`src/rtl/core/psa_ram.sv`:
```
// Generic single-write, single-read RAM with registered read data.
module psa_ram #(
    parameter int WIDTH = 8,
    parameter int DEPTH = 256,
    localparam int AW = $clog2(DEPTH)
) (
    input  logic             clk,
    input  logic             we,
    input  logic [AW-1:0]    waddr,
    input  logic [WIDTH-1:0] wdata,
    input  logic [AW-1:0]    raddr,
    output logic [WIDTH-1:0] rdata
);

    logic [WIDTH-1:0] mem [DEPTH];

    // Write port and registered read port.
    always_ff @(posedge clk)
    begin
        if (we)
        begin
            mem[waddr] <= wdata;
        end
        rdata <= mem[raddr];
    end

endmodule

```
`config.mk`:
```
export PLATFORM = sky130hd
export DESIGN_NAME = psa_ram
export DESIGN_NICKNAME = d
export VERILOG_FILES = /design/src/rtl/core/psa_ram.sv
export SDC_FILE = /design/constraint.sdc
export NUM_CORES = 2
export LEC_CHECK = 0
export BUFFER_PORTS_ARGS = -buffer_cell sky130_fd_sc_hd__buf_4
export CORE_UTILIZATION = 30
export DETAILED_ROUTE_END_ITERATION = 6
export HOLD_SLACK_MARGIN = 0.05
export SYNTH_ARGS = -nofsm -noshare
export SYNTH_HDL_FRONTEND = slang
export SYNTH_SLANG_ARGS = --single-unit
```
`constraint.sdc`:
```
create_clock -name clk -period 2.7 [get_ports clk]
set_input_delay 0.675 -clock clk [delete_from_list [all_inputs] [get_ports clk]]
set_output_delay 0.675 -clock clk [all_outputs]
set_load 0.03 [all_outputs]
```
==> flow_summary.toml <==
[run_status]
status = "finished clean"

[final_layout]
final_common_cell = "edfxtp_1"
syn_to_final_growth_pct = 21.4
final_cell_mix = "edfxtp_1, buf_4, mux4_2"
layoutNonFillerInstCount = 8199
fin_nets = 4533
drive_above_1_share_pct = 33.5
seq_area_mm2 = 0.0617
multi_input_area_mm2 = 0.0165
fillCellCount = 24100
finish.utilization_pct = 36.7

[worst_hold_path]
hold_class = "in2reg"
hold_depth = 1

[synth]
synthFlopType = "edfxtp_1"
yosysSeqAreaShare_pct = 77.5
syn_area_per_cell_um2 = 21.3
yosysWarnings = 0
ys_async_sr_fraction_pct = 0
syn_nets = 3759
netlist.area_leader.share_pct = 77.3
syn_inst = 3733
synth-edff-count = 2048
ys_types = 55
synth-seq-cells = 2056
synthTopCellsByArea = "edfxtp_1, mux4_2, mux2i_1"
syn_area_mm2 = 0.0796
yosysTopAreaCell = "edfxtp_1"

[drt]
via_per_inst = 4.98
wire_per_inst_um = 25.2
dr.pass1.iters = 7
vias = 40800
wl_mm = 207
drcViolationCount = 0
drt_iter0_drc = 4723
drtAntennaViolNets = 0

[sta]
max_slew.worst_pin.slew_ns = 0.806
fin_crit_sh_pct = 97.7
rsz0062_at_grt = "false"
finalSetupViolations = 0
maxClockFrequency_ghz = 0.379
clock_skew_ns = 0.0459
fin_tns_setup_ns = 0
hold_viol = 0
holdWs_ns = 0.178
slew_headroom_pct = 46.3
period_minus_slack_ns = 2.64
drv_slew = 0

[clock_network]
cts_buffer_depth = 3
post-cts-setup-buffers = 0
root_buffer = "clkbuf_16"
cts_inserted_buffers = 208
clk_pin_slew_ns = 0.06
hold_buffers = 0
cts_tree = "yes"
cts.sinks = 2056
insertion_delay_ns = 0.84
cts_resized = 3
h-tree-depth = 4

[power_and_ir_drop]
cellLeakagePower_nw = 31.1
ir_worst_vdd_mv = 0.681
power.density_mw_per_mm2 = 700

[setup_path]
cp-startpoint = "raddr[0]"
crit_path_end_kind = "flip-flop"
rrSetupSlack_ns = 0.17
cp-endpoint = "rdata[1]"
r2r_start = "mem[83][0]"
rr_worst_depth = 6
path_max_fanout = 24
critPathKind = "in2reg"
cp.arrival_ns = 3.36
crit_path_start_kind = "primary input"
worstPathRequired_ns = 3.42
r2r_end = "rdata[0]"

[grt]
antenna_found_initial = 16
grt_usage_pct = 15.4
grt_max_degree = 85
grt_first_pass_wirelength_mm = 299
grt_pass1_vias = 41500
grt-ovfl-total = 0

[placed_design]
dp_hpwl_mm = 136
place_congestion = 0.845
io_buffers = 33
dp.cells = 7812

[die]
start_util_pct = 30.3
die_area_mm2 = 0.267
rows = 188
io-pin-count = 34
die_x_um = 517
core_mm2 = 0.263
die_y_um = 517

[flow_run]
maxCapViolCount = 0
per-layer routing:
metal	vias up	track usage, %	share of wire (%)
met5	-	0	0
met1	21700	20.9	42
li1	17300	-	-
met2	1596	25.6	49
met3	263	2.76	7.2
met4	0	3.64	2.2
state kept, by name, indices dropped and copies added, names as in the netlist:
name   flops
rdata      8
mem     2048
cell usage after synthesis (all sizes together), types with 12 or more instances:
library cell  instances
o21ai                12
clkbuf              111
nand2                33
a211oi               16
nor3                 22
buf                 122
a21oi                96
o221ai               47
nand3                34
o22ai                28
nor2b                31
nor4                 27
mux4                456
a22oi               133
edfxtp             2048
nor2                282
a221oi               14
mux2i               134
area by class of cell:
cell class | count | area share [%]
antenna | 3 | 0.00777
multi-input combinational | 1442 | 17.1
clock buffer | 264 | 5.68
tap | 3515 | 4.55
sequential | 2056 | 63.8
timing repair buffer | 797 | 7.46
clock inverter | 120 | 1.35
inverter | 2 | 0.00777
through the flow:
step           area (um2)  setup WS, ns  total power, mW
6_report            96600        0.0621             67.6
5_1_grt             96600        0.0331             69.5
4_1_cts             96600        0.0207             68.2
3_5_place_dp        89800         -1.22             39.8
3_3_place_gp        89800         -1.17             39.7
2_1_floorplan       79600        0.0871             37.6
cells by family (layout without fill, tap and decap cells):
logic type / count (synthesis) / after routing / synth area share, %
and+or+nand+nor: 466 / 466 / 2.63
other: 0 / 3 / 0
muxes: 591 / 591 / 14.6
DFF: 2056 / 2056 / 77.5
buffers and inverters: 235 / 1183 / 1.83
AOI/OAI and AO/OA: 385 / 385 / 3.42
report_power, final:
part / internal [mW] / switching [mW] / leakage (nW)
clock: 16.3 / 12.3 / 3.32
combinational: 1.59 / 2.25 / 9.27
sequential: 35.2 / 0.0671 / 18.5
total: 53.0 / 14.6 / 31.1
worst max-delay path, cell delays in order:
cell and delay [ns]:
buf_8 0.17, buf_12 0.27, buf_4 0.20, mux4_2 0.54
mux4_2 0.50, nor2_1 0.23, a2111oi_1 0.09, nor3_1 0.35
buf_4 0.21, nor4_1 0.06
how the worst min path moves through the flow:
| stage | to | slack [ns] | start |
|---|---|---|---|
| 3_5_place_dp | mem[52][6] | 1.04 | wdata[6] |
| 3_3_place_gp | mem[53][6] | 1.03 | wdata[6] |
| 5_1_grt | mem[34][6] | 0.15 | wdata[6] |
| 2_1_floorplan | rdata[3] | 0.77 | mem[40][3] |
| 4_1_cts | mem[34][6] | 0.13 | wdata[6] |
| 6_report | mem[34][6] | 0.18 | wdata[6] |
(Power assumes the default switching activity.)
