**src/rtl/core/psa_pkg.sv**
```systemverilog
// Shared types and constants of the paged slab allocator.
package psa_pkg;

    // Sizes of the managed range and of the element chains.
    localparam int PAGES     = 256;
    localparam int MAX_ELEMS = 256;

    // Page index width, and width of a page index that can also hold nil.
    localparam int PAW = $clog2(PAGES);
    localparam int PNW = $clog2(PAGES + 1);
    // Element index width, and width of a count or chain link that can hold nil.
    localparam int EAW = $clog2(MAX_ELEMS);
    localparam int CW  = $clog2(MAX_ELEMS + 1);
    // Element size and byte offset widths.
    localparam int ESW = 17;
    localparam int OFW = 24;

    localparam logic [PNW-1:0] NIL_P = PNW'(PAGES);
    localparam logic [CW-1:0]  NIL_E = CW'(MAX_ELEMS);

    // Per-page bookkeeping record, kept in one memory.
    typedef struct packed {
        logic [CW-1:0]  chain;
        logic [CW-1:0]  bump;
        logic [CW-1:0]  used;
        logic [CW-1:0]  total;
        logic [ESW-1:0] esize;
    } rec_t;

    // Commands of the page list unit.
    typedef enum logic [1:0] {
        LC_IN            = 2'd0,
        LC_OUT           = 2'd1,
        LC_OUT_IF_LINKED = 2'd2
    } list_cmd_e;

    typedef struct packed {
        logic            valid;
        list_cmd_e       cmd;
        logic [PAW-1:0]  page;
        logic [PNW-1:0]  head;
    } list_req_t;

    typedef struct packed {
        logic            done;
        logic [PNW-1:0]  head;
    } list_rsp_t;

endpackage

```
**src/rtl/core/psa_div.sv**
```systemverilog
// Restoring divider that produces one quotient bit per cycle.
module psa_div (
    input  logic                   clk,
    input  logic                   rst_n,
    input  logic                   start,
    input  logic [psa_pkg::OFW-1:0] dividend,
    input  logic [psa_pkg::ESW-1:0] divisor,
    output logic                   done,
    output logic [psa_pkg::OFW-1:0] quo,
    output logic [psa_pkg::ESW-1:0] rem
);
    import psa_pkg::*;

    localparam int CNTW = $clog2(OFW);

    logic            run_reg, run_next;
    logic            done_reg, done_next;
    logic [CNTW-1:0] cnt_reg, cnt_next;
    logic [OFW-1:0]  quo_reg, quo_next;
    logic [ESW-1:0]  rem_reg, rem_next;
    logic [ESW-1:0]  dvs_reg, dvs_next;
    logic [ESW:0]    rem_sh;
    logic [ESW:0]    diff;
    logic            ge;

    // One shift-and-subtract step on the partial remainder.
    always_comb
    begin
        rem_sh = {rem_reg, quo_reg[OFW-1]};
        diff   = rem_sh - {1'b0, dvs_reg};
        ge     = (rem_sh >= {1'b0, dvs_reg});
    end

    // Step sequencing.
    always_comb
    begin
        run_next  = run_reg;
        done_next = 1'b0;
        cnt_next  = cnt_reg;
        quo_next  = quo_reg;
        rem_next  = rem_reg;
        dvs_next  = dvs_reg;
        if (start)
        begin
            run_next = 1'b1;
            cnt_next = '0;
            quo_next = dividend;
            rem_next = '0;
            dvs_next = divisor;
        end
        else if (run_reg)
        begin
            quo_next = {quo_reg[OFW-2:0], ge};
            rem_next = ge ? diff[ESW-1:0] : rem_sh[ESW-1:0];
            cnt_next = cnt_reg + 1'b1;
            if (cnt_reg == CNTW'(OFW - 1))
            begin
                run_next  = 1'b0;
                done_next = 1'b1;
            end
        end
    end

    always_ff @(posedge clk or negedge rst_n)
    begin
        if (!rst_n)
        begin
            run_reg  <= 1'b0;
            done_reg <= 1'b0;
            cnt_reg  <= '0;
        end
        else
        begin
            run_reg  <= run_next;
            done_reg <= done_next;
            cnt_reg  <= cnt_next;
        end
    end

    always_ff @(posedge clk)
    begin
        quo_reg <= quo_next;
        rem_reg <= rem_next;
        dvs_reg <= dvs_next;
    end

    assign done = done_reg;
    assign quo  = quo_reg;
    assign rem  = rem_reg;

endmodule

```
**config.mk**
```make
export PLATFORM = sky130hd
export DESIGN_NAME = psa_div
export DESIGN_NICKNAME = d
export VERILOG_FILES = /design/src/rtl/core/psa_pkg.sv /design/src/rtl/core/psa_div.sv
export SDC_FILE = /design/constraint.sdc
export NUM_CORES = 1
export LEC_CHECK = 0
export ABC_AREA = 1
export BUFFER_PORTS_ARGS = -buffer_cell sky130_fd_sc_hd__clkbuf_2
export CAP_MARGIN = 20
export CELL_PAD_IN_SITES_DETAIL_PLACEMENT = 0
export CELL_PAD_IN_SITES_GLOBAL_PLACEMENT = 1
export CORE_MARGIN = 2
export CORE_UTILIZATION = 40
export CTS_CLUSTER_DIAMETER = 120
export DETAILED_ROUTE_END_ITERATION = 10
export PLACE_DENSITY = 0.85
export SLEW_MARGIN = 20
export SYNTH_ARGS = -nofsm -noshare
export SYNTH_HDL_FRONTEND = slang
export SYNTH_SLANG_ARGS = --single-unit
```
**constraint.sdc**
```tcl
create_clock -name clk -period 2.45 [get_ports clk]
set_input_delay 0.245 -clock clk [delete_from_list [all_inputs] [get_ports clk]]
set_output_delay 0.245 -clock clk [all_outputs]
set_load 0.05 [all_outputs]
```
==> impl_metrics.toml, run 1 <==
[outcome]
status = "complete, no violations"

[global_routing]
grt_use_total = 0.192
grt_pass1_wl_um = 15700
grt_max_degree = 31
grt_pass1_vias = 3458
grt_overflow = 0
antenna_found_initial = 0

[sta]
hold_ws_ps = 66.2
worst_pin_slew_ps = 511
layout_setup_ws_ps = 213
rsz0062_at_grt = "no"
slew_headroom = 0.659
finClkSkew_ps = 9.40
fin_crit_ps = 2240
fmax_mhz = 447
setup_viol = 0
setup_tns_ps = 0
min_period_over_period = 0.913
drv_slew = 0
final_hold_viol_count = 0

[logic_synthesis]
synth_edf_count = 41
ys_ff_latch = 65
synth_warnings = 0
synth_ff_type = "edfxtp_1"
ys_seq_area_frac = 0.449
syn-instance-count = 507
synth_area_um2 = 3890
synth.avg_cell_area_um2 = 7.68
async_flop_share = 0.108
syn_nets = 570
synth.distinct_cells = 32

[layout]
nets = 665
design_area_um2 = 4690
area_delta_synth_final_pct = 20.4
post-route-util = 0.489
largest_reg_flops = 24
drive_above_1_share = 0.222
fin_cells = 740
diodes = 0

[power]
peakVddDrop_mv = 0.500
power_leakage_nw = 2.53
power.density_nw_per_um2 = 1160
power.total_mw = 5.45

[clock_tree]
clkSinkCount = 65
htree_levels = 3
cts_root_buf = "clkbuf_8"
cts_setup_buffers = 0
cts_tree = "yes"
clk_latency_ps = 350
cts_resized = 0
cts_hold_buf = 1
clk_pin_slew_ps = 80
cts_buffers = 9
clockBufferDepth = 2

[route]
drtIter0Drc = 116
met1_length_um = 4280
wl_met3_um = 638
routed_via_density = 4.64
wl_um = 9460
vias = 3434
drc = 0
drt-pass1-iter-count = 5
drtAntennaViolNets = 0
top_layer = "met4"
wl_met2_um = 4350
wl_per_cell_um = 12.8

[worst_setup_path]
r2r_slack_ps = 210
cpLargestDelayFamily = "simple AND/OR/NAND/NOR gates"
crit_buf_inv = 2
critPathLaunchType = "flop"
worstPathCellList = "inv_1, ha_1, inv_1, fa_1, nand3_2, nand3_2, nand2_2, nand2_2, nand2_1, nand3_1, o21ai_0"
crit_slowest_cell = "fa_1"
slowest_delay_ps = 430
crit_required_ps = 2710
critPathArrivalTime_ps = 2500
critPathCaptureType = "flop"
critPathMaxFanout = 16
critPathKind = "reg2reg"

[placement]
port_buffers = 85
place_congestion = 0.877
dp_hpwl_um = 7240
dp_cells = 723
dp_slack_ps = 237
dpl_cell_area_um2 = 4450

[floorplan]
fp.dieW_um = 103
core_um2 = 9590
io_pins = 86
start_util = 0.406
num_rows = 36
die_height_um = 103
die-area_um2 = 10500

[worst_hold_path]
hp-class = "in2reg"

[flow_run]
maxCapViolCount = 0
report_power, final:
group | switching, mW | internal (mW) | leakage [nW] | total, mW
clock | 0.444 | 0.602 | 0.105 | 1.05
combinational | 1.98 | 0.887 | 1.76 | 2.86
sequential | 0.160 | 1.38 | 0.661 | 1.54
synthesized netlist by cell type, types with 2 or more instances:
cell type  instances  area (µm²)
buf_12             2        40.0
nand4_1            4        25.0
nand2_1          200         751
nand2_2            6        37.5
nand3_1           39         195
nor2_2             6        37.5
buf_6              3        33.8
nor2_1            17        63.8
dfxtp_1           17         340
o21ai_0           12        60.1
xor2_1             2        17.5
nor3_1             6        30.0
nand3b_2           3        33.8
ha_1              18         225
edfxtp_1          41        1230
a21oi_1           13        65.1
inv_1             81         304
clkbuf_1           6        22.5
xnor2_1            5        43.8
inv_2              2        7.51
dfrtp_1            7         175
nand3_2            7        70.1
cell type report:
type	count	area [µm²]
clock buffer	10	138
multi-input combinational	346	1720
fill	985	4900
timing repair buffer	96	510
tap	133	166
sequential	65	1750
clock inverter	6	91.3
inverter	84	315
kinds of logic after synthesis:
| group | synth area share |
|---|---|
| XOR/XNOR | 0.0157 |
| flip-flops | 0.449 |
| buffers and inverters | 0.109 |
| AO/OA/AOI/OAI | 0.0389 |
| adder cells (fa/ha/maj) | 0.0630 |
| AND/OR/NAND/NOR | 0.325 |
layer usage:
metal / track usage / vias to the layer above
met3: 0.0542 / 18
met2: 0.319 / 106
li1: - / 1783
met5: 0 / -
met4: 0.0769 / 0
met1: 0.237 / 1527
placed cells by master, fill, tap and decap left out, types with 5 or more instances in the layout:
cell type,netlist,final
a21oi_1,13,13
buf_4,0,10
clkbuf_2,0,85
clkbuf_8,1,10
dfrtp_1,7,7
dfxtp_1,17,17
edfxtp_1,41,41
ha_1,18,18
inv_1,81,81
nand2_1,200,200
nand2_2,6,6
nand3_1,39,39
nand3_2,7,7
nor2_1,17,17
nor2_2,6,6
nor3_1,6,6
o21ai_0,12,12
xnor2_1,5,5
worst paths after layout:
| kind | startpoint | to | cells after the start |
|---|---|---|---|
| hold / removal | divisor[11] | dvs_reg[11]$_DFFE_PP_ | 1 |
| hold reg to reg | cnt_reg[3]$_DFFE_PN0P_ | cnt_reg[3]$_DFFE_PN0P_ | 1 |
| max in group asynchronous | rst_n | cnt_reg[0]$_DFFE_PN0P_ | 2 |
| min in group asynchronous | rst_n | done$_DFF_PN0_ | 2 |
| setup reg to reg | quo[23]$_DFFE_PP_ | rem[2]$_SDFFE_PP0P_ | 11 |
| setup / recovery | quo[23]$_DFFE_PP_ | rem[2]$_SDFFE_PP0P_ | 11 |
No activity file was read; power rests on OpenSTA's default activity.
==> run 2, diff against run 1 <==
==> constraint.sdc (replaced) <==
create_clock -name clk -period 2.3 [get_ports clk]
set_input_delay 0.23 -clock clk [delete_from_list [all_inputs] [get_ports clk]]
set_output_delay 0.23 -clock clk [all_outputs]
set_load 0.01 [all_outputs]
==> run 2 against run 1 <==
  * Cell area is 0.13% lower
  * Hold slack worse by 6.4 ps
  * Maximum frequency is 8.6% higher
  * Critical path depth stayed put
  * Sequential power is 6% higher
  * Clock skew is 1.2 ps higher
  * Critical path type unchanged
  * Largest power group unchanged
==> impl_metrics.toml, run 2 (synthesized netlist as in run 1, its figures left out) <==
[outcome]
status = "complete, no violations"

[layout]
final_common_cell = "nand2_1"
seq_area_um2 = 1750
final_cell_mix = "200 x nand2_1, 85 x clkbuf_2, 81 x inv_1"
largest_reg_flops = 24
nets = 666
multi_input_area_um2 = 1730
design_area_um2 = 4680
fillCellCount = 998
drive_above_1_share = 0.224
area_delta_synth_final_pct = 20.3
diodes = 0

[worst_setup_path]
cpLargestDelayFamily = "simple AND/OR/NAND/NOR gates"
crit_buf_inv = 3
cp_num_cells = 11
critPathCaptureType = "flop"
worstPathCellList = "inv_1, ha_1, inv_1, fa_2, nand3_2, nand3_2, nand2_2, buf_4, nand3_1, nand3_1, o21ai_0"
crit_slowest_cell = "edfxtp_1"
rr_worst_depth = 11
critPathLaunchType = "flop"
critPathKind = "reg2reg"
critPathArrivalTime_ps = 2270
critPathMaxFanout = 7
slowest_delay_ps = 390
crit_required_ps = 2510

[placement]
dp_hpwl_um = 7220
port_buffers = 85
dpl_cell_area_um2 = 4470
place_congestion = 0.865

[clock_tree]
clk_latency_ps = 340
cts_tree = "yes"
htree_levels = 3
clkSinkCount = 65
cts_buffers = 9
clk_pin_slew_ps = 80
clockBufferDepth = 2
cts_root_buf = "clkbuf_8"

[sta]
worst_pin_slew_ps = 500
fin_crit_ps = 2060
min_period_over_period = 0.896
finClkSkew_ps = 10.6
fmax_mhz = 485
rsz0062_at_grt = "no"
slew_headroom = 0.666
drv_slew = 0
final_hold_viol_count = 0
setup_viol = 0
setup_tns_ps = 0

[power]
power.density_nw_per_um2 = 1100
power_leakage_nw = 2.53
power.total_mw = 5.13
peakVddDrop_mv = 0.347

[route]
drt-pass1-iter-count = 5
wl_per_cell_um = 12.8
wl_um = 9450
vias = 3452
drtIter0Drc = 162
drc = 0
routed_via_density = 4.66
drtAntennaViolNets = 0

[global_routing]
grt_use_total = 0.197
grt_pass1_vias = 3378
antenna_found_initial = 0
grt_overflow = 0
grt_pass1_wl_um = 15900
grt_max_degree = 31

[worst_hold_path]
whs_path_depth = 1
hp-class = "in2reg"

[floorplan]
die_height_um = 103
core_um2 = 9590
io_pins = 86
num_rows = 36
fp.dieW_um = 103
start_util = 0.406
die-area_um2 = 10500

[flow_run]
maxCapViolCount = 0
run 2: changes by cell type in the layout (fill, tap and decap cells not counted):
cell        before  now
clkinvlp_4       3    2
fa_2             0    1
nand2_4          0    1
clkbuf_1         0    1
inv_6            0    1
buf_12           0    1
clkbuf_8        10    9
clkinv_2         0    1
fa_1             1    0
bufinv_16        2    1
nand2_2          6    5
run 2: path summary, 6_finish.rpt:
path                            slack [ps]                     end                 start
worst max-delay path                   240     rem[0]$_SDFFE_PP0P_     quo[23]$_DFFE_PP_
worst min-delay path                    60   dvs_reg[11]$_DFFE_PP_           divisor[11]
worst max register to register         240     rem[0]$_SDFFE_PP0P_     quo[23]$_DFFE_PP_
worst min register to register         490    rem[16]$_SDFFE_PP0P_  rem[16]$_SDFFE_PP0P_
max in group asynchronous             1880       run_reg$_DFF_PN0_                 rst_n
min in group asynchronous              260  cnt_reg[2]$_DFFE_PN0P_                 rst_n
run 2: final cells by class:
type,count,area share
Sequential cell,65,0.373
Multi-Input combinational cell,346,0.369
Timing Repair Buffer,97,0.113
Inverter,84,0.0673
Tap cell,133,0.0355
Clock buffer,10,0.0273
Clock inverter,6,0.0144
run 2: what timing repair did:
action | 4_1_cts | 5_1_grt
setup buffers | 0 | 0
endpoints found under the setup margin | 0 | 16
resized for setup | 0 | 2
endpoints found under the hold margin | 7 | 0
hold buffers | 1 | 0
run 2: power by group:
group	total [mW]	switching, mW	internal, mW
logic	2.53	1.57	0.959
registers	1.63	0.167	1.47
clock network	0.965	0.460	0.504
total	5.13	2.20	2.93
run 2: routing by layer:
layer / up-vias / global-route usage / wire length [µm]
li1: 1791 / - / -
met1: 1534 / 0.244 / 4250
met2: 111 / 0.318 / 4320
met3: 16 / 0.0536 / 632
met4: 0 / 0.0954 / 248
met5: - / 0 / 0
run 2: per-stage QoR:
step	cells	worst slack (ps)	utilization	hold slack, ps
global route	741	42.8	0.488	35.7
floorplan	507	322	-	-65.6
detailed placement	724	136	0.466	77.0
global placement	724	226	0.466	77.5
CTS	741	118	0.487	34.4
finish	741	240	0.488	59.8
